File: src/obb_pkg.sv
// obb_pkg: shared constants and types for the per-second ohlc bar builder
// used by obb_sec_div, obb_ram and per_second_ohlc_bar_builder
package obb_pkg;

    localparam int BOOK_LEVELS_DEF = 3;

    localparam int SERIES_W = 3;
    localparam int TS_W     = 64;
    localparam int PRICE_W  = 64;
    localparam int QTY_W    = 32;
    localparam int SEC_W    = 35;

    // 1e9 = 2^9 * 5^9: shift off the power of two, divide the rest by 5^9
    localparam int TS_SHIFT = 9;
    localparam int X_W      = TS_W - TS_SHIFT;
    localparam int DIV_W    = 21;
    localparam logic [DIV_W-1:0] SEC_DIV = DIV_W'(1953125);
    localparam logic [63:0] SEC_RECIP64 = (64'd1 << X_W) / 64'd1953125;
    localparam logic [SEC_W-1:0] SEC_RECIP = SEC_RECIP64[SEC_W-1:0];
    localparam int LIMB_W   = 28;
    localparam int PROD_W   = X_W + SEC_W;

    // register stages inside the second divider
    localparam int DIV_LAT  = 4;

    localparam logic OP_SAMPLE = 1'b0;
    localparam logic OP_FLUSH  = 1'b1;

    typedef struct packed {
        logic                      op;
        logic [SERIES_W-1:0]       series;
        logic                      in_range;
        logic                      sample_ok;
        logic signed [PRICE_W-1:0] price;
    } t_item;

    typedef struct packed {
        logic [SEC_W-1:0]          start;
        logic signed [PRICE_W-1:0] open_p;
        logic signed [PRICE_W-1:0] high_p;
        logic signed [PRICE_W-1:0] low_p;
        logic signed [PRICE_W-1:0] close_p;
    } t_bar;

    localparam int BAR_W = $bits(t_bar);

endpackage

File: src/obb_ram.sv
// obb_ram: generic single write port, single read port ram
// registered read with read enable, old data on a same-address write; uses obb_pkg defaults
module obb_ram #(
    parameter int WIDTH = obb_pkg::BAR_W,
    parameter int DEPTH = 2 * obb_pkg::BOOK_LEVELS_DEF
) (
    input  logic                     i_clk,
    input  logic                     i_wr_en,
    input  logic [$clog2(DEPTH)-1:0] i_wr_addr,
    input  logic [WIDTH-1:0]         i_wr_data,
    input  logic                     i_rd_en,
    input  logic [$clog2(DEPTH)-1:0] i_rd_addr,
    output logic [WIDTH-1:0]         o_rd_data
);

    logic [WIDTH-1:0] r_mem [DEPTH];
    logic [WIDTH-1:0] r_rd_data;

    always_ff @(posedge i_clk) begin
        if (i_wr_en) begin
            r_mem[i_wr_addr] <= i_wr_data;
        end
        if (i_rd_en) begin
            r_rd_data <= r_mem[i_rd_addr];
        end
    end

    assign o_rd_data = r_rd_data;

endmodule

File: config.mk
export PLATFORM = sky130hd
export DESIGN_NAME = obb_ram
export DESIGN_NICKNAME = d
export VERILOG_FILES = /design/src/obb_pkg.sv /design/src/obb_ram.sv
export SDC_FILE = /design/constraint.sdc
export NUM_CORES = 1
export LEC_CHECK = 0
export CAP_MARGIN = 20
export CORE_MARGIN = 2
export CORE_UTILIZATION = 42
export DETAILED_ROUTE_END_ITERATION = 6
export DONT_BUFFER_PORTS = 1
export PLACE_DENSITY_LB_ADDON = 0.08
export SYNTH_ARGS = -nofsm -noshare
export SYNTH_HDL_FRONTEND = slang
export SYNTH_SLANG_ARGS = --single-unit
export TNS_END_PERCENT = 30
File: constraint.sdc
create_clock -name i_clk -period 46.6 [get_ports i_clk]
set_input_delay 2.33 -clock i_clk [delete_from_list [all_inputs] [get_ports i_clk]]
set_output_delay 2.33 -clock i_clk [all_outputs]
set_load 0.02 [all_outputs]
# Word level (Yosys, flattened, before mapping)

Memory sizes are Yosys's and may differ from the RTL's. A register that Yosys moved wholly into a read port is not among the register bits.
Index checks and enable logic that the tools add are counted.
W data, S select, Z words.

Muxes and demuxes: 2

Operators with widths:

| operator | count |
|---|---|
| $mux W1  | 2 |

Flip-flop bits (word level): 0
RAM bits: 1746
Input bits: 300
Output and inout bits: 291
Word-level logic and storage cells: 3
Memories kept: 1

Memory list:

| memory | depth | bits a word | rd ports | clocked after memory_dff | write ports | line          | RTL |
|---|---|---|---|---|---|---|---|
| r_mem  | 6     | 291         | 1        | 1                        | 1           | obb_ram.sv:16 | `logic [WIDTH-1:0] r_mem [DEPTH];` |

# Longest topological paths before layout

Word-level depth: 2
Depth in mapped cells: 6
Gate-level depth less buffers: 3

# Worst setup path before layout

Ideal clock, no wire load.

Path type: input port to flip-flop
Start point: input port i_wr_addr[2]
End point: memory r_mem[0][0] (netlist name) (enable)
Setup time: 1.304 ns
Arrival: 22.292 ns
Required time: 45.296 ns
Slack: 23.003 ns
Cell stages on the path: 1
Path buffers: 0
Cells stage by stage: nor3_1

RTL lines:

| item        | line          | RTL |
|---|---|---|
| from (decl) | obb_ram.sv:9  | `input logic [$clog2(DEPTH)-1:0] i_wr_addr,` |
| to (decl)   | obb_ram.sv:16 |  |

Straight into the memory's write port.

# Worst setup path after layout

Start point: input port i_wr_addr[2]
End point: memory r_mem[3][159] (netlist name) (enable)

Straight into the memory's write port.

==> reports/metrics.yaml <==
slew_at_the_pin_closest_to_its_max_slew_limit_ps: 1270
antenna_found_initial: 1
fillCellCount: 15228
syn_inst: 3698
tritoncts.num_buffers: 209
dieHeight_um: 433
synth_sequential_area_ratio_pct: 79.1
design.final.nets: 4061
syn-num-nets: 3998
cts_resized: 0
drt_iter0_drc: 2205
placed_cells_incl_taps: 6009
timing.final.max_slew_violations: 0
wl_um: 176000
clock_tree.buffer_depth: 3
gp_congestion: 0.739
report.final.setup_viol: 0
rsz0062_at_grt: "no"
post_cts_buffers: 0
yosys_warnings: 0
wl_met1_um: 67800
first_global_vias: 36233
initial_core_util_pct: 42.2
cts_hold_buf: 0
worstSetupStartpointType: "input pin"
p_per_area_nw_per_um2: 45.9
cts.root.buffer_cell: "clkbuf_16"
floorplan_core_area_um2: 183000
synthMostInstantiatedCell: "edfxtp_1"
fmax_ghz: 0.187
start_to_end_type_of_the_worst_setup_path: "input pin to flop"
final_antenna_net_count: 0
hold_class: "flop to flop"
synthToLayoutAreaGrowth_pct: 10.9
ys_seq_elements: 2037
die_area_um2: 188000
grt_start_max_net_pins: 874
worst-path-max-fanout: 54
mean_number_of_vias_per_cell: 5.31
run_status: "finished clean"
synth_top_flop_cell: "edfxtp_1"
groute.usage.overall_pct: 18.4
synth_top_cell_by_area: "edfxtp_1"
fin_crit_sh_pct: 11.4
synth-async-reset-ratio_pct: 0
synth.cells.most_frequent: "edfxtp_1 (2037), a21oi_1 (291), mux2_2 (291), mux2_4 (291), mux2i_1 (291)"
cts.reportedPaths.clkPinSlew_ps: 60
grt_first_pass_wirelength_um: 251000
cts_tree: "built"
estimated_wirelength_of_the_detail_placed_design_um: 91400
wire_per_inst_um: 27.4
synth.area.top_cells: "edfxtp_1 (79%), mux2_4 (5.7%), mux2_2 (4.2%)"
worstSkewPairLatency_ps: 840
critical_path.endpoint_type: "flop"
synth.cell_area_um2: 77300
highest-signal-layer: "met4"
n_antenna_cell: 0
overflow: 0
synth.avg_cell_area_um2: 20.9
synth_largest_type_area_fraction_pct: 79.1
arrival_ps: 5790
finalHoldViolations: 0
total_leakage_power_nw: 28.4
cts.sink_count: 2037
port_buffers: 0
post-route-drc-count: 0
final.setup.tns_ps: 0
synth.lib_cells_used.distinct: 20
die_w_um: 433
final_period_minus_worst_setup_slack_ps: 5340
final_layout_size_suffix_gt1_share_pct: 24.7
max_slew_margin_pct: 15.5
fp-row-count: 157
irDropWorstVdd_uv: 37.8
cp.required_ps: 47050
final-instance-count-excl-fill: 6409
route.met3.wl_um: 12600
drv_cap: 0
synth_edf_count: 2037
finalClockSkew_ps: 36.3
floorplan.io_pins: 591
route.met2.wl_um: 88300
htree_num_levels: 4
dr.pass1.iters: 5
routed-via-count: 34032
metal layers:
layer / GRT usage, % / vias up
met5: 0 / -
li1: - / 15129
met2: 31.4 / 750
met3: 6.14 / 279
met4: 7.64 / 0
met1: 21.2 / 17874
power breakdown:
group | internal (mW) | switching [mW]
clock network | 0.946 | 0.697
logic | 0.0656 | 0.0755
registers | 2.10 | 0.0528
logic make-up (layout without fill, tap and decap cells):
kind of cell | after synthesis | in the layout | share of synthesized area, %
AOI/OAI and AO/OA | 582 | 582 | 4.48
buffers and inverters | 194 | 441 | 2.67
DFF | 2037 | 2037 | 79.1
muxes | 873 | 873 | 13.7
and+or+nand+nor | 12 | 12 | 0.0777
placed cells by master, fill, tap and decap left out, drive strengths merged, types with 2 or more instances in the layout:
master and n:
edfxtp 2037, nor3 2, clkbuf 246, buf 46
nand2b 4, mux2 582, o22ai 291, clkinvlp 9
bufinv 20, nor2 4, clkinv 117, mux2i 291
inv 3, a21oi 291
critical path: stages:
cell      delay, ps
nand2b_1        200
nor2_4          130
buf_4           690
buf_4           820
buf_4           770
buf_4           720
flip-flops by register name, indices dropped and copies added, names as in the netlist:
| name | flops |
|---|---|
| r_mem | 1746 |
| o_rd_data | 291 |
layout make-up:
class,instances,area (um^2),share of cell area [%]
flip-flops and latches,2037,61200,71.3
multi-input cells,1467,14100,16.5
clock buffers,246,5430,6.34
well taps,2464,3080,3.60
clock inverters,149,1410,1.64
repair buffers,46,508,0.593
through the flow:
step	power [mW]	area [um^2]	setup slack, ps	hold slack [ps]	utilization, %
2_1_floorplan	2.32	77300	23000	587	-
3_3_place_gp	2.31	78700	40230	591	43.0
3_5_place_dp	2.32	78800	40250	600	43.0
4_1_cts	3.97	85600	41180	616	46.8
5_1_grt	4.07	85700	41060	641	46.8
6_report	3.94	85700	41260	616	46.8
path summary, 6_finish.rpt:
path / from / end / slack (ps) / depth (start not counted)
max: i_wr_addr[2] / r_mem[3][159] / 41260 / 6
max reg2reg: r_mem[2][62] / o_rd_data[62] / 45350 / 3
min reg2reg: r_mem[4][148] / o_rd_data[148] / 620 / 2
min: r_mem[4][148] / o_rd_data[148] / 620 / 2
No activity file was read; power rests on OpenSTA's default activity.
