**config.mk**
```make
export PLATFORM = sky130hd
export DESIGN_NAME = obb_sec_div
export DESIGN_NICKNAME = d
export VERILOG_FILES = /design/src/obb_pkg.sv /design/src/obb_sec_div.sv
export SDC_FILE = /design/constraint.sdc
export NUM_CORES = 2
export LEC_CHECK = 0
export ABC_AREA = 1
export BUFFER_PORTS_ARGS = -buffer_cell sky130_fd_sc_hd__buf_2
export CORE_MARGIN = 1.5
export CORE_UTILIZATION = 49
export DETAILED_ROUTE_END_ITERATION = 8
export PLACE_DENSITY = 0.67
export RECOVER_POWER = 100
export SETUP_SLACK_MARGIN = 0.02
export SLEW_MARGIN = 10
export SYNTH_ARGS = -nofsm -noshare
export SYNTH_HDL_FRONTEND = slang
export SYNTH_SLANG_ARGS = --single-unit
```
**constraint.sdc**
```tcl
create_clock -name i_clk -period 8.3 [get_ports i_clk]
set_input_delay 2.075 -clock i_clk [delete_from_list [all_inputs] [get_ports i_clk]]
set_output_delay 2.075 -clock i_clk [all_outputs]
set_load 0.03 [all_outputs]
```
**src/obb_pkg.sv**
```systemverilog
// obb_pkg: shared constants and types for the per-second ohlc bar builder
// used by obb_sec_div, obb_ram and per_second_ohlc_bar_builder
package obb_pkg;

    localparam int BOOK_LEVELS_DEF = 3;

    localparam int SERIES_W = 3;
    localparam int TS_W     = 64;
    localparam int PRICE_W  = 64;
    localparam int QTY_W    = 32;
    localparam int SEC_W    = 35;

    // 1e9 = 2^9 * 5^9: shift off the power of two, divide the rest by 5^9
    localparam int TS_SHIFT = 9;
    localparam int X_W      = TS_W - TS_SHIFT;
    localparam int DIV_W    = 21;
    localparam logic [DIV_W-1:0] SEC_DIV = DIV_W'(1953125);
    localparam logic [63:0] SEC_RECIP64 = (64'd1 << X_W) / 64'd1953125;
    localparam logic [SEC_W-1:0] SEC_RECIP = SEC_RECIP64[SEC_W-1:0];
    localparam int LIMB_W   = 28;
    localparam int PROD_W   = X_W + SEC_W;

    // register stages inside the second divider
    localparam int DIV_LAT  = 4;

    localparam logic OP_SAMPLE = 1'b0;
    localparam logic OP_FLUSH  = 1'b1;

    typedef struct packed {
        logic                      op;
        logic [SERIES_W-1:0]       series;
        logic                      in_range;
        logic                      sample_ok;
        logic signed [PRICE_W-1:0] price;
    } t_item;

    typedef struct packed {
        logic [SEC_W-1:0]          start;
        logic signed [PRICE_W-1:0] open_p;
        logic signed [PRICE_W-1:0] high_p;
        logic signed [PRICE_W-1:0] low_p;
        logic signed [PRICE_W-1:0] close_p;
    } t_bar;

    localparam int BAR_W = $bits(t_bar);

endpackage

```
**src/obb_sec_div.sv**
```systemverilog
// obb_sec_div: pipelined divide of a shifted nanosecond count by 5^9
// reciprocal multiply in 28-bit limbs, then one correction step; uses obb_pkg
module obb_sec_div (
    input  logic                      i_clk,
    input  logic                      i_en,
    input  logic [obb_pkg::X_W-1:0]   i_x,
    output logic [obb_pkg::SEC_W-1:0] o_sec
);
    import obb_pkg::*;

    localparam int X1_W = X_W - LIMB_W;
    localparam int M1_W = SEC_W - LIMB_W;
    localparam int RP_W = SEC_W + DIV_W;

    logic [X1_W-1:0]   x1;
    logic [LIMB_W-1:0] x0;
    logic [M1_W-1:0]   m1;
    logic [LIMB_W-1:0] m0;

    logic [X1_W+M1_W-1:0]     r_b_p11;
    logic [X1_W+LIMB_W-1:0]   r_b_p10;
    logic [LIMB_W+M1_W-1:0]   r_b_p01;
    logic [2*LIMB_W-1:0]      r_b_p00;
    logic [X_W-1:0]           r_b_x;

    logic [PROD_W-1:0]        n_c_sum;
    logic [SEC_W-1:0]         r_c_q;
    logic [X_W-1:0]           r_c_x;

    logic [RP_W-1:0]          r_d_prod;
    logic [SEC_W-1:0]         r_d_q;
    logic [X_W-1:0]           r_d_x;

    logic [X_W-1:0]           n_e_rem;
    logic [SEC_W-1:0]         r_e_sec;

    assign x1 = i_x[X_W-1:LIMB_W];
    assign x0 = i_x[LIMB_W-1:0];
    assign m1 = SEC_RECIP[SEC_W-1:LIMB_W];
    assign m0 = SEC_RECIP[LIMB_W-1:0];

    assign n_c_sum = (PROD_W'(r_b_p11) << (2 * LIMB_W))
                   + ((PROD_W'(r_b_p10) + PROD_W'(r_b_p01)) << LIMB_W)
                   + PROD_W'(r_b_p00);

    assign n_e_rem = r_d_x - r_d_prod[X_W-1:0];

    always_ff @(posedge i_clk) begin
        if (i_en) begin
            r_b_p11  <= x1 * m1;
            r_b_p10  <= x1 * m0;
            r_b_p01  <= x0 * m1;
            r_b_p00  <= x0 * m0;
            r_b_x    <= i_x;
            r_c_q    <= n_c_sum[PROD_W-1:X_W];
            r_c_x    <= r_b_x;
            r_d_prod <= r_c_q * SEC_DIV;
            r_d_q    <= r_c_q;
            r_d_x    <= r_c_x;
            if (n_e_rem >= X_W'(SEC_DIV)) begin
                r_e_sec <= r_d_q + SEC_W'(1);
            end else begin
                r_e_sec <= r_d_q;
            end
        end
    end

    assign o_sec = r_e_sec;

endmodule

```
; ---- Yosys cells after proc, flatten, opt, wreduce, memory -nomap -nowiden
; Cells that the tools add are included.
[totals]
reg_bits = 501
in_bits = 57
output_inout_bits = 35
word_cells = 23
[classes]
addsub = 5
mul = 5
magnitude_cmp = 1
n_mux = 1
[ops]
columns = op, n
row1 = $add A90 B56 Y90, 1
row2 = $add A90 B84 Y90, 1
row3 = $add A55 B35 Y56, 1
row4 = $mul A28 B28 Y56 const B, 1
row5 = $ge A55 B21 Y1 const B, 1
row6 = $mul A27 B28 Y55 const B, 1
row7 = $mul A35 B21 Y55 const B, 1
row8 = $sub A55 B55 Y55, 1
row9 = $add A35 B1 Y35 const B, 1
row10 = $mux W35, 1
row11 = $mul A28 B5 Y33 const B, 1
row12 = $mul A27 B5 Y32 const B, 1

; ---- Logic depth before layout (Yosys ltp)
[depth]
depth_word = 3
depth_mapped = 27
depth_no_buf = 27

; ---- Least setup slack after synthesis
; OpenSTA, ideal clock, no wires.
[synth_timing]
kind = input-to-reg
startpoint = input port i_x[8] in the netlist's numbering
endpoint = register r_b_p00[53], data pin
setup_ps = 260
arrival_ps = 7293
t_required_ps = 8040
setup_slack_ps = 747
cell_stages = 24
path_buffers = 0
cell_sequence = fa_1 fa_1 inv_1 fa_1 inv_1 fa_1 inv_1 fa_1 inv_1 fa_1 inv_1 fa_1 inv_1 ha_1 a21oi_1 inv_1 a31oi_1 o21ai_0 a21oi_1 a21boi_0 nor2_1 nand3_1 nand3_1 xor2_1
[synth_between]
elab_chain_cells = 1
[synth_rtl]
columns = element, line
row1 = from (decl), obb_sec_div.sv:6  ; input logic [obb_pkg::X_W-1:0] i_x,
row2 = $mul A28 B28 Y56, obb_sec_div.sv:53  ; r_b_p00 <= x0 * m0;
row3 = to (signal assigned), obb_sec_div.sv:53
row4 = to (decl), obb_sec_div.sv:23  ; logic [2*LIMB_W-1:0] r_b_p00;
; No other way between the ends.
; A chain may end at the register's enable or synchronous reset.

; ---- Worst setup path after layout
[layout_timing]
startpoint = input port i_x[6] in the netlist's numbering
endpoint = register r_b_p00[53], data pin
; Same word-level chain as after synthesis.

==> metrics.yaml <==
synth:
  async_flop_share_pct: 0
  syn_inst: 7568
  synth_enable_flop_cells: 460
  synth_area_leaders: "fa_1, edfxtp_1, ha_1"
  synth.most_common_cell: "inv_1"
  syn_nets: 9529
  synthesis.area_um2: 67300
  ys_seq_elements: 460
  synth.avg_cell_area_um2: 8.90
  yosysTopAreaCellShare_pct: 24.6
  synthFlopType: "edfxtp_1"
  ys_top_cells_by_count: "inv_1, nand2_1, ha_1, fa_1, nor2_1"
  ys_seq_area_share_pct: 20.5
  yosys_warnings: 0
  synth_cell_types: 52
  synth_top_area_cell: "fa_1"
placement:
  hpwlAfterDp_mm: 172
  place_congestion: 0.977
  port_buffers: 91
sta:
  fin_tns_setup_ns: 0
  setup_violations: 0
  fin_skew_ns: 0.0597
  worst_slew_pin_slew_ns: 4.05
  drv_slew: 504
  min_period_ns: 7.75
  relSlewSlack_pct: -170
  rsz0062_at_grt: "no"
  hold_ws_ns: 0.389
  finalCritPeriodShare_pct: 93.4
  hold_viol_final: 0
  max_freq_mhz: 129
finish:
  fillers: 12600
  multi_input_area_um2: 46100
  nets: 9755
  drive_gt1_share_pct: 2.86
  antenna_cells: 0
  area_delta_synth_final_pct: 7.26
  seqCellArea_um2: 13800
clock_tree:
  clk_latency_ns: 0.67
  clockBufferDepth: 3
  ctsResizeCount: 0
  clkSlewWorstSetupHoldPaths_ns: 0.06
  cts_setup_buffers: 0
  holdBufCountCts: 0
  tritoncts: "done"
  clock_sinks: 460
  htree_levels: 2
  cts_buffers: 53
  cts_root_buf: "clkbuf_16"
setup_path:
  r2r-start: "r_c_q[11]$_DFFE_PP_"
  start_kind: "primary input"
  crit_buf_inv: 8
  crit_fanout: 8
  cp_common_cell: "fa_1"
  cp.arrival_ns: 8.13
  r2r_cells: 22
  crit_path_end_kind: "register"
  reg2reg_to: "r_d_prod[54]$_DFFE_PP_"
  worst-r2r-setup-slack_ns: 0.79
  path_class: "in -> reg"
  critPathCapture: "r_b_p00[53]$_DFFE_PP_"
  path_depth: 25
  setup.worst_path.start: "i_x[6]"
  crit_slowest_cell: "fa_1"
  cpLargestDelayFamily: "adder cells"
  cpPeakStageDelay_ns: 0.57
  required_ns: 8.68
detailed_routing:
  routed_wl_mm: 197
  wl_per_cell_um: 20.5
  drc_errors: 0
  vias: 51100
  drt-vias-per-instance: 5.31
  antenna_left: 0
  drt_first_pass_iters: 6
  drt_iter0_markers: 3641
global_routing:
  antenna_found_initial: 2
  gr-usage-all-layers_pct: 28.7
  grt_pass1_vias: 53300
  grt_max_degree: 180
  grt_pass1_wl_mm: 308
  grt_overflow_total: 0
floorplanning:
  start_util_pct: 49.5
  chipWidth_um: 374
  rows: 135
  core_area_um2: 136000
  io_pins: 92
  die_area_um2: 140000
  fp.dieH_um: 374
job:
  drv_cap: 5
hold_path:
  hp-class: "reg -> reg"
run_status:
  violations: "capacitance limit, slew limit"
  run_status: "finished with violations"
-- cell usage in the layout (no fill, tap or decap), types with 10 or more instances in the layout --
cell type  instances
a21boi_0          12
a21o_1            11
a21oi_1          425
a31oi_1           65
buf_2             37
buf_4             61
clkbuf_1          87
clkbuf_16         54
clkinv_1          10
edfxtp_1         460
fa_1             827
ha_1            1077
inv_1           1943
nand2_1         1159
nand3_1          201
nand3b_1          15
nand4_1           86
nor2_1           490
nor2_2            10
nor3_1            55
nor4_1            32
o211ai_1          13
o21a_1            42
o21ai_0          218
o21bai_1          30
xnor2_1           94
xor2_1           214
-- final cells by class --
class / count / area share [%]
Multi-Input combinational cell: 5142 / 63.8
Sequential cell: 460 / 19.1
Inverter: 1954 / 10.2
Tap cell: 1781 / 3.09
Clock buffer: 59 / 1.90
Timing Repair Buffer: 183 / 1.34
Clock inverter: 40 / 0.589
-- cells by family (layout without fill, tap and decap cells) --
logic type,after synthesis,after routing,share of synthesized area (%)
simple gates,2070,2070,12.7
buf+inv,1966,2236,11.0
fa+ha+maj,1904,1904,44.6
compound gates,860,860,7.14
flops,460,460,20.5
xor+xnor,308,308,4.01
-- worst min-delay path by stage --
stage / startpoint / endpoint / cells after the start
after floorplan: r_b_x[10]$_DFFE_PP_ / r_c_x[10]$_DFFE_PP_ / 0
after global placement: r_b_x[37]$_DFFE_PP_ / r_c_x[37]$_DFFE_PP_ / 0
after detailed placement: r_b_x[16]$_DFFE_PP_ / r_c_x[16]$_DFFE_PP_ / 0
after CTS: r_b_x[13]$_DFFE_PP_ / r_c_x[13]$_DFFE_PP_ / 0
after global routing: r_b_x[13]$_DFFE_PP_ / r_c_x[13]$_DFFE_PP_ / 0
final: r_b_x[13]$_DFFE_PP_ / r_c_x[13]$_DFFE_PP_ / 0
-- per-layer routing --
| layer | GRT usage, % | up-vias | part of all wire (%) | wire [um] |
|---|---|---|---|---|
| met5 | 0 | - | 0 | 0 |
| met3 | 2.62 | 307 | 4.5 | 8890 |
| met1 | 38.7 | 25000 | 44 | 87400 |
| li1 | - | 24500 | - | - |
| met2 | 48.9 | 1321 | 48 | 94500 |
| met4 | 8.76 | 0 | 3.4 | 6620 |
-- flip-flops by register name, indices dropped and copies added, names as in the netlist --
register and flops:
r_d_q 33, r_b_p10 55, r_b_p11 28, o_sec 35, r_b_p01 29, r_c_x 55
r_d_x 55, r_b_x 49, r_c_q 35, r_b_p00 31, r_d_prod 55
-- metrics by stage --
step / std cells / area (um2) / util [%] / worst slack [ns]
6_report: 9619 / 72200 / 53.1 / 0.551
4_1_cts: 9619 / 72500 / 53.3 / 0.774
2_1_floorplan: 7568 / 67300 / - / 0.747
5_1_grt: 9619 / 72200 / 53.1 / 0.211
3_5_place_dp: 9520 / 70700 / 52.0 / 0.0637
3_3_place_gp: 9520 / 70700 / 52.0 / 0.101
Power is not shown: default switching activity piles up to over one toggle a cycle in this logic, so the estimate is an artifact.
